[src/rtl/dda_line_rasteriser_top_defines.svh]
// Assertion macros shared by the line rasteriser RTL.
// Every module that uses them has a clock named clk and a reset named rst.
`ifndef DDA_LINE_RASTERISER_TOP_DEFINES_SVH
`define DDA_LINE_RASTERISER_TOP_DEFINES_SVH

// Same-cycle implication, checked outside reset.
`define DDA_ASSERT_IMP(label, ante, cons) \
  label: assert property (@(posedge clk) disable iff (rst) (ante) |-> (cons)) \
    else $error("line rasteriser assertion failed");

// Next-cycle implication, checked outside reset.
`define DDA_ASSERT_NXT(label, ante, cons) \
  label: assert property (@(posedge clk) disable iff (rst) (ante) |=> (cons)) \
    else $error("line rasteriser assertion failed");

`endif

[src/rtl/dda_pkg.sv]
// Package for the DDA line rasteriser: default sizes and the divider status type.
// No dependencies.
`timescale 1ns / 1ps

package dda_pkg;

  // Default coordinate width and number of fraction bits of the position.
  localparam int COORD_BITS_DEF = 12;
  localparam int FRAC_BITS_DEF  = 16;

  // Status reported by the shared step divider.
  typedef struct packed {
    logic busy;
    logic done;
  } dda_div_stat_t;

endpackage

[src/rtl/dda_if.sv]
// Valid/ready channel interfaces for line requests and emitted pixels.
// Depends on dda_pkg for default widths.
`timescale 1ns / 1ps

interface dda_req_if #(
  parameter int COORD_BITS = dda_pkg::COORD_BITS_DEF
);
  logic                         valid;
  logic                         ready;
  logic                         req_type;
  logic signed [COORD_BITS-1:0] start_x;
  logic signed [COORD_BITS-1:0] start_y;
  logic signed [COORD_BITS-1:0] end_x;
  logic signed [COORD_BITS-1:0] end_y;

  modport source (output valid, req_type, start_x, start_y, end_x, end_y, input ready);
  modport sink (input valid, req_type, start_x, start_y, end_x, end_y, output ready);
endinterface

interface dda_pix_if #(
  parameter int COORD_BITS = dda_pkg::COORD_BITS_DEF
);
  logic                         valid;
  logic                         ready;
  logic signed [COORD_BITS-1:0] pixel_x;
  logic signed [COORD_BITS-1:0] pixel_y;
  logic                         last_pixel;

  modport source (output valid, pixel_x, pixel_y, last_pixel, input ready);
  modport sink (input valid, pixel_x, pixel_y, last_pixel, output ready);
endinterface

[src/rtl/dda_div.sv]
// Shared restoring divider: (dividend << FRAC_BITS) / divisor, one quotient bit per cycle.
// Depends on dda_pkg and dda_line_rasteriser_top_defines.svh.
`timescale 1ns / 1ps
`include "dda_line_rasteriser_top_defines.svh"

module dda_div #(
  parameter int COORD_BITS = dda_pkg::COORD_BITS_DEF,
  parameter int FRAC_BITS  = dda_pkg::FRAC_BITS_DEF
) (
  input  logic                            clk,
  input  logic                            rst,
  input  logic                            start,
  input  logic [COORD_BITS-1:0]           dividend,
  input  logic [COORD_BITS-1:0]           divisor,
  output logic [COORD_BITS+FRAC_BITS-1:0] quotient,
  output dda_pkg::dda_div_stat_t          stat
);

  localparam int DVD_W = COORD_BITS + FRAC_BITS;
  localparam int CNT_W = $clog2(DVD_W + 1);

  logic                  busy;
  logic                  done;
  logic [CNT_W-1:0]      cnt;
  logic [COORD_BITS-1:0] rem;
  logic [COORD_BITS-1:0] dvs;
  logic [DVD_W-1:0]      quo;

  logic [COORD_BITS:0]   trial;
  logic [COORD_BITS+1:0] diff;
  logic                  fits;

  // One restoring step: shift in the next dividend bit and try the subtract.
  assign trial = {rem, quo[DVD_W-1]};
  assign diff  = {1'b0, trial} - {2'b00, dvs};
  assign fits  = ~diff[COORD_BITS+1];

  always_ff @(posedge clk) begin
    if (rst) begin
      busy <= 1'b0;
      done <= 1'b0;
      cnt  <= '0;
    end else if (start) begin
      busy <= 1'b1;
      done <= 1'b0;
      cnt  <= CNT_W'(DVD_W);
      rem  <= '0;
      dvs  <= divisor;
      quo  <= {dividend, {FRAC_BITS{1'b0}}};
    end else if (busy) begin
      rem  <= fits ? diff[COORD_BITS-1:0] : trial[COORD_BITS-1:0];
      quo  <= {quo[DVD_W-2:0], fits};
      cnt  <= cnt - 1'b1;
      done <= (cnt == CNT_W'(1));
      if (cnt == CNT_W'(1)) begin
        busy <= 1'b0;
      end
    end else begin
      done <= 1'b0;
    end
  end

  assign quotient  = quo;
  assign stat.busy = busy;
  assign stat.done = done;

  `DDA_ASSERT_NXT(a_start_busy, start, busy)
  `DDA_ASSERT_IMP(a_busy_count, busy, cnt != '0)
  `DDA_ASSERT_NXT(a_done_idle, done, !done)

endmodule

[src/rtl/dda_line_rasteriser_top.sv]
// DDA line rasteriser top level: request sequencer, position registers and pixel output.
// Depends on dda_pkg, dda_if, dda_div and dda_line_rasteriser_top_defines.svh.
`timescale 1ns / 1ps
`include "dda_line_rasteriser_top_defines.svh"

// Usage:
// The req channel takes one transaction per request. req_type 0 starts a new line
// from (start_x, start_y) to (end_x, end_y) and yields its first pixel; req_type 1
// advances the active line and yields the next pixel, or nothing if no line is active.
// The pix channel carries one pixel per result, with last_pixel set on the final one,
// which is always the stored endpoint.
// A start passes from acceptance through the delta, magnitude and span steps and the
// shared restoring divider, which forms the x step and then the y step at one quotient
// bit per cycle, before the pixel is loaded into the output register. An advance is
// accepted, adds the steps and loads the output.
// req.ready is high only while the sequencer waits for a request; a request may be
// accepted while the previous pixel still sits in the output register.
// If the receiver stalls, a finished pixel waits in the sequencer until the output
// register frees, and no new request is taken meanwhile.
// Reset is synchronous: it drops any active line and empties the output register.
module dda_line_rasteriser_top #(
  parameter int COORD_BITS = dda_pkg::COORD_BITS_DEF,
  parameter int FRAC_BITS  = dda_pkg::FRAC_BITS_DEF
) (
  input logic    clk,
  input logic    rst,
  dda_req_if.sink   req,
  dda_pix_if.source pix
);

  localparam int POS_W = COORD_BITS + FRAC_BITS;

  typedef enum logic [8:0] {
    S_IDLE      = 9'b000000001,
    S_DELTA     = 9'b000000010,
    S_MAG       = 9'b000000100,
    S_SPAN      = 9'b000001000,
    S_DIVX      = 9'b000010000,
    S_DIVY      = 9'b000100000,
    S_START_OUT = 9'b001000000,
    S_STEP      = 9'b010000000,
    S_ADV_OUT   = 9'b100000000
  } state_t;

  state_t state;
  state_t state_next;

  logic signed [COORD_BITS-1:0] sx, sy, ex, ey;
  logic signed [COORD_BITS:0]   dx, dy;
  logic [COORD_BITS-1:0]        ax, ay, span;
  logic                         neg_x, neg_y;
  logic signed [POS_W-1:0]      pos_x, pos_y, inc_x, inc_y;
  logic [COORD_BITS-1:0]        pixels_left;
  logic                         line_active;

  logic                         out_valid;
  logic signed [COORD_BITS-1:0] out_x, out_y;
  logic                         out_last;

  logic                         in_fire;
  logic                         slot_free;
  logic                         out_load;

  logic                         div_start;
  logic [COORD_BITS-1:0]        div_dividend;
  logic [COORD_BITS-1:0]        div_divisor;
  logic [COORD_BITS-1:0]        span_c;
  logic [POS_W-1:0]             div_quo;
  dda_pkg::dda_div_stat_t       div_stat;

  logic signed [COORD_BITS:0]   dx_neg, dy_neg;
  logic signed [POS_W-1:0]      quo_s;
  logic signed [COORD_BITS-1:0] tx, ty;

  assign req.ready = (state == S_IDLE);
  assign in_fire   = req.valid && req.ready;
  assign slot_free = !out_valid || pix.ready;
  assign out_load  = slot_free && ((state == S_START_OUT) || (state == S_ADV_OUT));

  // Magnitudes and span of the deltas.
  assign dx_neg = -dx;
  assign dy_neg = -dy;
  assign span_c = (ax > ay) ? ax : ay;
  assign div_divisor = (span_c == '0) ? COORD_BITS'(1) : span_c;

  // The divider is started once for x and, when that finishes, once for y.
  assign div_start    = (state == S_SPAN) || ((state == S_DIVX) && div_stat.done);
  assign div_dividend = (state == S_SPAN) ? ax : ay;
  assign quo_s        = div_quo;

  dda_div #(
    .COORD_BITS(COORD_BITS),
    .FRAC_BITS (FRAC_BITS)
  ) u_div (
    .clk     (clk),
    .rst     (rst),
    .start   (div_start),
    .dividend(div_dividend),
    .divisor (div_divisor),
    .quotient(div_quo),
    .stat    (div_stat)
  );

  // Truncate the position toward zero: floor, plus one for a negative value with a fraction.
  assign tx = pos_x[POS_W-1:FRAC_BITS]
              + COORD_BITS'(pos_x[POS_W-1] && (pos_x[FRAC_BITS-1:0] != '0));
  assign ty = pos_y[POS_W-1:FRAC_BITS]
              + COORD_BITS'(pos_y[POS_W-1] && (pos_y[FRAC_BITS-1:0] != '0));

  // Sequencer next state.
  always_comb begin
    state_next = state;
    case (state)
      S_IDLE: begin
        if (in_fire) begin
          if (!req.req_type) begin
            state_next = S_DELTA;
          end else if (line_active) begin
            state_next = S_STEP;
          end
        end
      end
      S_DELTA:     state_next = S_MAG;
      S_MAG:       state_next = S_SPAN;
      S_SPAN:      state_next = S_DIVX;
      S_DIVX:      if (div_stat.done) state_next = S_DIVY;
      S_DIVY:      if (div_stat.done) state_next = S_START_OUT;
      S_START_OUT: if (slot_free) state_next = S_IDLE;
      S_STEP:      state_next = S_ADV_OUT;
      S_ADV_OUT:   if (slot_free) state_next = S_IDLE;
      default:     state_next = S_IDLE;
    endcase
  end

  // Control registers.
  always_ff @(posedge clk) begin
    if (rst) begin
      state       <= S_IDLE;
      line_active <= 1'b0;
      out_valid   <= 1'b0;
    end else begin
      state <= state_next;
      if (out_load) begin
        out_valid <= 1'b1;
      end else if (pix.ready) begin
        out_valid <= 1'b0;
      end
      if (state == S_START_OUT && slot_free) begin
        line_active <= (span != '0);
      end else if (state == S_ADV_OUT && slot_free && pixels_left == '0) begin
        line_active <= 1'b0;
      end
    end
  end

  // Datapath registers.
  always_ff @(posedge clk) begin
    case (state)
      S_IDLE: begin
        if (in_fire && !req.req_type) begin
          sx <= req.start_x;
          sy <= req.start_y;
          ex <= req.end_x;
          ey <= req.end_y;
        end
      end
      S_DELTA: begin
        dx <= (COORD_BITS+1)'(ex) - (COORD_BITS+1)'(sx);
        dy <= (COORD_BITS+1)'(ey) - (COORD_BITS+1)'(sy);
      end
      S_MAG: begin
        neg_x <= dx[COORD_BITS];
        neg_y <= dy[COORD_BITS];
        ax    <= dx[COORD_BITS] ? dx_neg[COORD_BITS-1:0] : dx[COORD_BITS-1:0];
        ay    <= dy[COORD_BITS] ? dy_neg[COORD_BITS-1:0] : dy[COORD_BITS-1:0];
      end
      S_SPAN: begin
        span <= span_c;
      end
      S_DIVX: begin
        if (div_stat.done) inc_x <= neg_x ? -quo_s : quo_s;
      end
      S_DIVY: begin
        if (div_stat.done) inc_y <= neg_y ? -quo_s : quo_s;
      end
      S_START_OUT: begin
        if (slot_free) begin
          pos_x       <= {sx, {FRAC_BITS{1'b0}}};
          pos_y       <= {sy, {FRAC_BITS{1'b0}}};
          pixels_left <= span;
        end
      end
      S_STEP: begin
        pos_x       <= pos_x + inc_x;
        pos_y       <= pos_y + inc_y;
        pixels_left <= pixels_left - 1'b1;
      end
      default: begin
      end
    endcase
  end

  // Output register: loaded when a finished pixel meets a free slot.
  always_ff @(posedge clk) begin
    if (out_load) begin
      if (state == S_START_OUT) begin
        out_x    <= (span == '0) ? ex : sx;
        out_y    <= (span == '0) ? ey : sy;
        out_last <= (span == '0);
      end else begin
        out_x    <= (pixels_left == '0) ? ex : tx;
        out_y    <= (pixels_left == '0) ? ey : ty;
        out_last <= (pixels_left == '0);
      end
    end
  end

  assign pix.valid      = out_valid;
  assign pix.pixel_x    = out_x;
  assign pix.pixel_y    = out_y;
  assign pix.last_pixel = out_last;

  `DDA_ASSERT_IMP(a_done_in_div, div_stat.done, (state == S_DIVX) || (state == S_DIVY))
  `DDA_ASSERT_IMP(a_idle_left, (state == S_IDLE) && line_active, pixels_left != '0)
  `DDA_ASSERT_NXT(a_last_ends, (state == S_ADV_OUT) && slot_free && (pixels_left == '0),
                  !line_active && out_valid && out_last)
  `DDA_ASSERT_IMP(a_ready_div_idle, req.ready, !div_stat.busy)

endmodule

[src/flat_wrapper.sv]
// flat-port wrapper written by rule: the top's interface ports become plain ports
module dda_line_rasteriser_top_flat 
#(
  parameter int COORD_BITS = dda_pkg::COORD_BITS_DEF,
  parameter int FRAC_BITS  = dda_pkg::FRAC_BITS_DEF
)
  (clk, rst, req_valid, req_req_type, req_start_x, req_start_y, req_end_x, req_end_y, req_ready, pix_valid, pix_pixel_x, pix_pixel_y, pix_last_pixel, pix_ready);
  dda_req_if #(.COORD_BITS(COORD_BITS)) req_i ();
  dda_pix_if #(.COORD_BITS(COORD_BITS)) pix_i ();
  input logic clk;
  input logic rst;
  input wire logic [$bits(req_i.valid)-1:0] req_valid;
  input wire logic [$bits(req_i.req_type)-1:0] req_req_type;
  input wire logic [$bits(req_i.start_x)-1:0] req_start_x;
  input wire logic [$bits(req_i.start_y)-1:0] req_start_y;
  input wire logic [$bits(req_i.end_x)-1:0] req_end_x;
  input wire logic [$bits(req_i.end_y)-1:0] req_end_y;
  output wire logic [$bits(req_i.ready)-1:0] req_ready;
  output wire logic [$bits(pix_i.valid)-1:0] pix_valid;
  output wire logic [$bits(pix_i.pixel_x)-1:0] pix_pixel_x;
  output wire logic [$bits(pix_i.pixel_y)-1:0] pix_pixel_y;
  output wire logic [$bits(pix_i.last_pixel)-1:0] pix_last_pixel;
  input wire logic [$bits(pix_i.ready)-1:0] pix_ready;
  assign req_i.valid = req_valid;
  assign req_i.req_type = req_req_type;
  assign req_i.start_x = req_start_x;
  assign req_i.start_y = req_start_y;
  assign req_i.end_x = req_end_x;
  assign req_i.end_y = req_end_y;
  assign req_ready = req_i.ready;
  assign pix_valid = pix_i.valid;
  assign pix_pixel_x = pix_i.pixel_x;
  assign pix_pixel_y = pix_i.pixel_y;
  assign pix_last_pixel = pix_i.last_pixel;
  assign pix_i.ready = pix_ready;
  dda_line_rasteriser_top #(.COORD_BITS(COORD_BITS), .FRAC_BITS(FRAC_BITS)) u_core (.clk(clk), .rst(rst), .req(req_i), .pix(pix_i));
endmodule
[config.mk]
export PLATFORM = sky130hd
export DESIGN_NAME = dda_line_rasteriser_top_flat
export DESIGN_NICKNAME = d
export VERILOG_FILES = /design/src/rtl/dda_pkg.sv /design/src/rtl/dda_if.sv /design/src/rtl/dda_div.sv /design/src/rtl/dda_line_rasteriser_top.sv /design/src/flat_wrapper.sv
export VERILOG_INCLUDE_DIRS = /design/src /design/src/rtl
export SDC_FILE = /design/constraint.sdc
export NUM_CORES = 1
export LEC_CHECK = 0
export BUFFER_PORTS_ARGS = -buffer_cell sky130_fd_sc_hd__clkbuf_2
export CELL_PAD_IN_SITES_DETAIL_PLACEMENT = 0
export CELL_PAD_IN_SITES_GLOBAL_PLACEMENT = 1
export CORE_ASPECT_RATIO = 1.1
export CORE_MARGIN = 5
export CORE_UTILIZATION = 50
export DETAILED_ROUTE_END_ITERATION = 8
export PLACE_DENSITY_LB_ADDON = 0.1
export SKIP_CTS_REPAIR_TIMING = 1
export SLEW_MARGIN = 20
export SYNTH_ARGS = -nofsm -noshare
export SYNTH_HDL_FRONTEND = slang
export SYNTH_SLANG_ARGS = --single-unit
[constraint.sdc]
create_clock -name clk -period 8.6 [get_ports clk]
set_input_delay 1.72 -clock clk [delete_from_list [all_inputs] [get_ports clk]]
set_output_delay 1.72 -clock clk [all_outputs]
set_load 0.01 [all_outputs]
* Word level (Yosys, flattened, before mapping) *
Index checks and enable logic that the tools add are counted.
W data, S select, Z words.

word-level totals
  word-level logic and storage cells = 135
  bits in registers = 331

operators by class
  bitwise gates (word level) = 3
  order comparisons = 1
  reductions and logical operators = 34
  mux-type cells = 39
  equal/unequal tests = 16
  add/sub/neg operators = 12

operators by type and width
  operator                 count
  $mux W28                 6
  $mux W12                 13
  $pmux W28 S2             2
  $pmux W9 S8              1
  $add A28 B28 Y28         2
  $mux W9                  6
  $logic_not A12 Y1        3
  $reduce_bool A16 Y1      2
  $neg A28 Y28             1
  $sub A12 B12 Y13         2
  $add A12 B1 Y12          2
  $neg A12 Y12             2
  $pmux W12 S2             1
  $sub A13 B12 Y14         1
  $gt A12 B12 Y1           1
  $reduce_and A2 Y1        6
  $reduce_bool A12 Y1      1
  $sub A12 B1 Y12 const B  1
  $mux W5                  2
  $eq A9 B1 Y1 const B     1
  $eq A9 B2 Y1 const B     1
  $eq A9 B3 Y1 const B     1
  $eq A9 B4 Y1 const B     1
  $eq A9 B5 Y1 const B     1
  18 further kinds         45

* Logic depth before layout (Yosys ltp) *
Gate-level depths: netlist of run 1.

  depth after elaboration = 6
  mapped depth = 12

* By module *
From an unflattened synthesis of run 1, not the netlist that was laid out.

second synthesis, totals
  cell total of the unflattened synthesis = 1,677
  area total of the unflattened synthesis = 18,504.0 sq um

modules (own cells, without submodules)
  module                   area each (sq um)  times used  cells an instance
  dda_line_rasteriser_top  15,521.1           1           1,430
  dda_div                  2,982.9            1           247

* Worst setup path after synthesis of run 1 *
Ideal clock, no wire load.

  path type = input -> register
  start = in pix_ready
  end = reg u_core.pixels_left[0], enable pin
  slack = 1.458 ns
  path buffers = 0
  stages = 2
  arrival = 6.554 ns
  cells stage by stage = nor2b_1 -> o21ai_0

between the ends
  longest elaborated chain between the ends = 3

RTL lines
  what                                line                            source
  start: declaration                  flat_wrapper.sv:23              input wire logic [$bits(pix_i.ready)-1:0] pix_ready;
  $logic_or A1 B1 Y1                  dda_line_rasteriser_top.sv:77   assign slot_free = !out_valid || pix.ready;
  $ne A2 B1 Y1 (no source line)       --
  $reduce_and A2 Y1 (no source line)  --
  end signal: assignment              dda_line_rasteriser_top.sv:190  pixels_left <= span;
  end signal: assignment              dda_line_rasteriser_top.sv:196  pixels_left <= pixels_left - 1'b1;
  end: declaration                    dda_line_rasteriser_top.sv:53   logic [COORD_BITS-1:0] pixels_left;

Every way passes these cells.
A chain may end at the register's enable or synchronous reset.

* Final worst setup path of run 1 *
  start = reg u_core.state[7]
  end = out req_ready

between the ends
  longest elaborated chain between the ends = 1

RTL lines
  what                      line                            source
  start: declaration        dda_line_rasteriser_top.sv:45   state_t state;
  start signal: assignment  dda_line_rasteriser_top.sv:142  state <= state_next;
  $eq A9 B1 Y1              dda_line_rasteriser_top.sv:75   assign req.ready = (state == S_IDLE);
  end: declaration          flat_wrapper.sv:18              output wire logic [$bits(req_i.ready)-1:0] req_ready;

Every way passes these cells.

==> run summary, run 1 <==
The tools report the endpoint type of the worst setup path as an output pin. Setup slack on the worst reg-to-reg path comes out at 5.12 ns. Between clock sinks in the finished design, the worst skew comes to 0.0161 ns.

After layout, the design draws a total of 3.85 mW. The clock transition at the register clock pins on the worst setup and hold paths after CTS is 0.06 ns, and the total negative setup slack is 0 ns. The placed instance area was 19500 µm²; the largest net degree at the start of global routing was 69.

For the die area, the log shows 41100 µm². The run finished with clean final reports. At the worst endpoint, the arrival time is 1.99 ns. Along the worst path, the maximum fanout reaches 7. At the pin with the least slew margin, the transition time is 1.07 ns. In the routed design, unresolved DRC markers number 0. The number of antenna violations at the first check in global routing came out at 0.

The first global-routing pass estimated 70.7 mm of wire. The peak ir drop on the vdd network was 0.000176 V. At the worst endpoint, the required time is 6.88 ns. Traced cell by cell, the critical path runs through nor2_1 > nand3_1 > nor4b_1 > buf_4 > clkbuf_2.

Most frequent standard cell in the layout excluding fill and tap cells: sky130_fd_sc_hd__edfxtp_1. Setup violations remaining at the end of the flow were counted as 0. The run gives 33.7 mm as the half-perimeter wire length of the detailed placement result.

The global route total overflow was 0. The number of global-route vias before repair came out at 12800. The worst setup path is launched from a register. Leaving out fill and tap cells, the most frequent cells in the layout are sky130_fd_sc_hd__edfxtp_1 (313), sky130_fd_sc_hd__nand2_1 (163), sky130_fd_sc_hd__nor2_1 (135). The logs give 52.5% for the sequential area share after synthesis and 1723 for the gate count of the mapped netlist. The finished cells cover 20900 µm². The run gives 331 as the total number of clock tree sinks. The final hold slack was 0.492 ns; the later-pin clock latency in the skew report was 0.54 ns. At the end of routability-driven placement, the weighted congestion stood at 0.919. Before CTS, the worst setup slack after placement is 5.18 ns. The total core area came out at 36900 µm². The biggest area contributor in the post-synthesis netlist is sky130_fd_sc_hd__edfxtp_1. The final clock period utilization by the worst path works out to 43.1%. The analysis attributes to net switching a power of 860 µW.

The logs give 0 for the antenna diode count and 0 for the number of antenna-violating nets in the routed design. Internal power comes to 2.99 mW. The initialized floorplan defines 74 standard-cell rows.

Setup repair after global routing left no endpoint under its margin. The width of the die came out at 194 µm. In this run the worst hold path is classified as register to register.

The vias per cell came out at 5.70. Relative to the synthesized area, the layout overhead comes to 12.3%. The logs give 18600 µm² for the synthesized area and 13200 for the total number of vias. Clock tree synthesis selected as its root buffer the cell sky130_fd_sc_hd__clkbuf_16.

The power share of the combinational group is 7.5%. The logs give 1893 for the synthesized netlist net count and 48.1% for the sequential group share of total power. TritonCTS built the clock tree. The smallest clock period supported by the final layout is computed as 3.71 ns.

Global router's overall resource usage: 21.7%. Among all flip-flop cells after synthesis, the most frequent one is sky130_fd_sc_hd__edfxtp_1. The net count of the finished layout is 1966. The first-pass iteration count of the detailed router was 5.

Among all stages on the critical path, the largest delay is contributed by sky130_fd_sc_hd__dfxtp_1. Measured along the y axis, the die boundary spans 212 µm. Once the floorplan was initialized, standard cells occupied 50.3% of the core.

The tools report the maximum achievable frequency as 270 MHz. Ranked by total cell area, the synthesized netlist is headed by sky130_fd_sc_hd__edfxtp_1 (51%), sky130_fd_sc_hd__ha_1 (7.5%), sky130_fd_sc_hd__xnor2_1 (5.8%), sky130_fd_sc_hd__o21ai_0 (3.3%), sky130_fd_sc_hd__nand2_1 (3.3%). The fraction of power spent switching nets works out to 22.4%. The kind of cell with the highest combined delay along the critical path is simple AND/OR/NAND/NOR gates. The routed design has 45.3 mm of wire. The number of standard cells in the final layout excluding fillers is 2316, and the placed cell count is 2249.

The worst path meets setup with 4.89 ns of slack. Async set or reset register ratio after synthesis: 0%. In this run the biggest area consumer among cell types represents 50.6% of the synthesized area. Start-to-end type of the worst setup path: register to output pin. The buffering stage count on the worst path with inverters included works out to 2. Once layout is complete, the utilization of the core stands at 56.5%. The mean cell area of the mapped netlist is 10.8 µm², and the number of I/O port buffers is 79. Share of cells above drive strength 1: 9.93%. In this run the power density over the cells is 184 nW/µm². For the count of final hold-check violations, the log shows 0.

The number of flip-flops and latches in the synthesized netlist was 331; the headroom to the max-slew limit was 29.0%. The number of synthesized flops with an enable pin is 313, and the deepest level of the CTS H-tree is 2. On the worst path, the slowest cell contributes a delay of 0.37 ns.

Counting along the longest clock path gives a buffer depth of 3. Count of final max-slew check failures: 0. Yosys printed 0 warnings.

The tool flagged a number of max-cap violations equal to 0. 80 I/O pins were placed. The logs give 44.4% for the clock share of power and 38 for the CTS buffer count. Yosys mapped the design onto 64 distinct sky130hd cell types. In this run the static leakage power is 7.88 nW. In the final routed layout, each cell accounts on average for 19.5 µm. The detailed router finished its first iteration with 947 violations.
==> path summary, 6_finish.rpt <==
check                                     start               end  cells after the start
worst max-delay path            u_core.state[7]         req_ready                      5
worst min-delay path               u_core.dy[0]      u_core.ay[0]                      0
worst min register to register     u_core.dy[0]      u_core.ay[0]                      0
worst max register to register  u_core.pos_y[6]  u_core.pos_y[27]                      9
==> power by group through the flow <==
stage	Combinational (mW)	Sequential (mW)	Clock (mW)
after global routing	0.324	1.85	1.82
after global placement	0.286	1.88	0
after detailed placement	0.289	1.88	0
after floorplan	0.204	1.86	0
after CTS	0.291	1.85	1.74
final	0.290	1.85	1.71
==> metal layers <==
metal	global-route usage, %	wire length (µm)
met5	0	0
met4	6.86	1310
met3	3.71	2330
met2	36.8	21700
met1	28.7	19900
==> cell families (layout without fill, tap and decap cells) <==
family,count (synthesis),count (layout),share of synthesized area [%]
xor gates and xnor gates,162,162,7.63
muxes,13,13,0.747
AOI/OAI and AO/OA,398,398,13.5
and+or+nand+nor,543,543,14.3
adders and majority gates,117,117,8.08
buffers and inverters,159,258,3.26
DFF,331,331,52.5
==> sequential cells by signal, indices dropped and copies added, names as in the netlist, 13 cells and up <==
| name | cells |
|---|---|
| u_core.inc_x | 28 |
| u_core.inc_y | 28 |
| u_core.pos_x | 28 |
| u_core.pos_y | 28 |
| u_core.u_div.quotient | 28 |
| u_core.dx | 13 |
| u_core.dy | 13 |
==> worst register-to-register path, stage by stage (launching register included) <==
cell                       delay (ns)
sky130_fd_sc_hd__edfxtp_1        0.41
sky130_fd_sc_hd__ha_1            0.26
sky130_fd_sc_hd__or3_1           0.38
sky130_fd_sc_hd__a221oi_1        0.55
sky130_fd_sc_hd__o211ai_1        0.25
sky130_fd_sc_hd__a31o_2          0.30
sky130_fd_sc_hd__a211oi_1        0.58
sky130_fd_sc_hd__a21oi_1         0.18
sky130_fd_sc_hd__xnor2_1         0.19
sky130_fd_sc_hd__o21ai_0         0.09
==> layout make-up <==
type	instances	area, µm²
Clock buffer	47	1070
Clock inverter	19	258
Fill cell	3142	16100
Inverter	100	375
Multi-Input combinational cell	1233	8300
Sequential cell	331	9760
Tap cell	494	618
Timing Repair Buffer	92	505
==> cells in the mapped netlist, drive strengths merged, types with 23 or more instances <==
master / instances
edfxtp: 313
or3: 24
ha: 112
nand2: 163
nor2: 138
xnor2: 124
a21oi: 86
nand4: 23
and3: 25
nor3: 23
a21o: 30
o31ai: 31
inv: 100
o21ai: 123
clkbuf: 52
nor4: 24
nand3: 30
xor2: 38
Power figures use the tool's default switching activity.
==> run 2: changes to the inputs <==
clock period = 3.55 ns   (was 8.6 ns; I/O delays follow)
==> run summary, run 2 (synthesized netlist as in run 1, its figures left out) <==
Sequential group share of total power: 47.1% (-1.0 points). The root buffer selected by CTS is sky130_fd_sc_hd__clkbuf_16. The vias per cell is 5.70 (about the same), and the starting utilization of the core area is 50.3% (unchanged).

The switching power is 2.11 mW (+150%), and the half-perimeter wire length of the detailed placement result is 34.1 mm (+1.1%). The count of standard-cell rows is 74 (unchanged), and the headroom to the max-slew limit is 30.1% (+1.1 points). The data required time of the critical path was 3.82 ns (-3.06 ns); the number of antenna violations at the first check in global routing was 0 (unchanged).

The maximum fanout along the worst path is 6 (-1). For the total of endpoints with negative setup slack in the final report, the log shows 0 (unchanged). The run finished with clean final reports. The clock transition at the register clock pins on the worst setup and hold paths after CTS is 0.06 ns (about the same). Setup repair after global routing left no endpoint under its margin. The logs give 7.38 mW (+150%) for the internal power component and 80 (unchanged) for the count of pins on the block boundary. For the wire length reported by the detailed router, the log shows 45.8 mm (+1.2%). In the layout the commonest cells are sky130_fd_sc_hd__edfxtp_1 (313), sky130_fd_sc_hd__nand2_1 (163), sky130_fd_sc_hd__nor2_1 (135). The peak ir drop on the vdd network is 0.000353 V (+100%).

Number of global-route vias before repair: 13300 (+3.8%). For the post-layout net count, the log shows 1989 (+1.2%). The power share of the combinational group is 7.4% (about the same). Grouping stages by cell kind, the critical path spends the most delay in simple AND/OR/NAND/NOR gates. The detail-routed net length per standard cell is 19.5 µm (about the same). Static power due to leakage: 8.02 nW (+1.8%). The global route total overflow came out at 0 (unchanged).

Worst setup margin: 0.204 ns (-4.69 ns). Walking the worst path, the cells encountered are or4_1 > nor4_2 > nand2_1 > or4_4 > or3_4 > or3_1 > o31ai_1 > xnor2_1. The measured slew at the worst slew-check pin came out at 1.05 ns (-0.0180 ns).

The worst slack at placement is 0.219 ns (-4.96 ns). TritonCTS built the clock tree. Total power density per cell area: 450 nW/µm² (+140%).

The largest net degree at the start of global routing is 49 (-29%), and the count of routing violations after the opening detailed-route iteration is 1015 (+7.2%). The run gives 72.6 mm (+2.7%) as the global-route wire length before repair. The count of final hold-check violations was 0 (unchanged).

The final clock period utilization by the worst path was 94.3%. The overall die height was 212 µm (unchanged). The DRC violation count after routing is 0 (unchanged), and the routability congestion estimate is 0.888 (-3.4%).

The final worst clock skew came out at 0.0155 ns (-0.000598 ns). The kind of start point of the critical path is a register. The total number of clock tree sinks was 331 (unchanged); the fraction of power spent switching nets was 22.3% (-0.12 points).

CTS buffer count: 39 (+2.6%). Global router's overall resource usage: 22.1% (+0.42 points). The logs give 45.5% (+1.1 points) for the clock share of power and 3.62 ns (+1.63 ns) for the critical path arrival.

The die area is 41100 µm² (unchanged), and the area added between synthesis and finish is 13.5%. The share of cells above drive strength 1 was 10.9% (+1.0 points); the final period demand of the worst path was 3.35 ns. Count of final max-slew check failures: 0 (unchanged). Final design instance area without fill: 21100 µm² (+1.0%). The largest incremental delay on the critical path is 0.57 ns (+0.20 ns), and the deepest clock path buffer count is 3 (unchanged). For the number of antenna-violating nets in the routed design, the log shows 0 (unchanged). The antenna diode count came out at 0 (unchanged).

The worst setup path is captured at a register. The most frequent standard cell in the layout excluding fill and tap cells is sky130_fd_sc_hd__edfxtp_1. The critical path in this run is classified as register to register.

The number of I/O port buffers was 79 (unchanged); the first-pass iteration count of the detailed router was 7 (+2). The run gives 0 (unchanged) as the number of max-capacitance violations reported. For the total core area, the log shows 36900 µm² (unchanged).

The width of the die is 194 µm (unchanged). The run gives 2 (unchanged) as the deepest level of the CTS H-tree. The logs give 0.53 ns (about the same) for the later-pin clock latency in the skew report and 299 MHz for the maximum achievable frequency. The total negative setup slack is 0 ns (unchanged). The placed instance area is 19700 µm² (+0.95%).

Cell with the largest stage delay on the worst path: sky130_fd_sc_hd__or4_1. For the total number of vias, the log shows 13300 (+1.0%). The min-delay analysis places its worst path in the category input port to register.

The buffering stage count on the worst path with inverters included is 0 (-2).
[run 2: worst register-to-register path: stages (launching register included)]
cell and delay (ns):
sky130_fd_sc_hd__edfxtp_1 0.46, sky130_fd_sc_hd__or4_1 0.57, sky130_fd_sc_hd__nor4_2 0.30, sky130_fd_sc_hd__nand2_1 0.13
sky130_fd_sc_hd__or4_4 0.44, sky130_fd_sc_hd__or3_4 0.35, sky130_fd_sc_hd__or3_1 0.42, sky130_fd_sc_hd__o31ai_1 0.31
sky130_fd_sc_hd__xnor2_1 0.10
[run 2: cell type report]
cell class,count,area [µm²]
clock buffer,51,1070
clock inverter,19,307
fill,3164,15900
inverter,100,375
multi-input combinational,1233,8290
sequential,331,9760
tap,494,618
timing repair buffer,114,671
[run 2: path summary, 6_finish.rpt]
kind	from	depth (start not counted)	slack (ns)	end
min reg2reg	u_core.dy[0]	0	0.49	u_core.ay[0]
max reg2reg	u_core.u_div.quotient[0]	8	0.20	u_core.inc_y[27]
max	u_core.u_div.quotient[0]	8	0.20	u_core.inc_y[27]
min	req_start_y[6]	1	0.35	u_core.sy[6]
[run 2: metrics by stage]
step | total power, mW | hold slack (ns) | instances | util, %
after global routing | 9.84 | 0.323 | 2342 | 57.1
after CTS | 9.59 | 0.323 | 2342 | 57.1
after floorplan | 5.01 | 0.450 | 1723 | -
after detailed placement | 5.26 | 0.478 | 2272 | 53.4
final | 9.49 | 0.348 | 2342 | 57.1
after global placement | 5.25 | 0.476 | 2272 | 53.4
[run 2: layer usage]
layer  vias up  part of all wire, %  track usage (%)
li1       6548                    -                -
met1      6403                   45             29.7
met2       319                   48             38.1
met3        68                  4.6             3.07
met4         0                  2.3             5.77
met5         -                    0                0
[run 2: power groups by stage]
| stage | registers, mW | clock network (mW) | logic [mW] |
|---|---|---|---|
| finish | 4.47 | 4.32 | 0.704 |
| global route | 4.48 | 4.58 | 0.788 |
| CTS | 4.47 | 4.41 | 0.710 |
| detailed placement | 4.55 | 0 | 0.705 |
| global placement | 4.55 | 0 | 0.695 |
| floorplan | 4.51 | 0 | 0.495 |
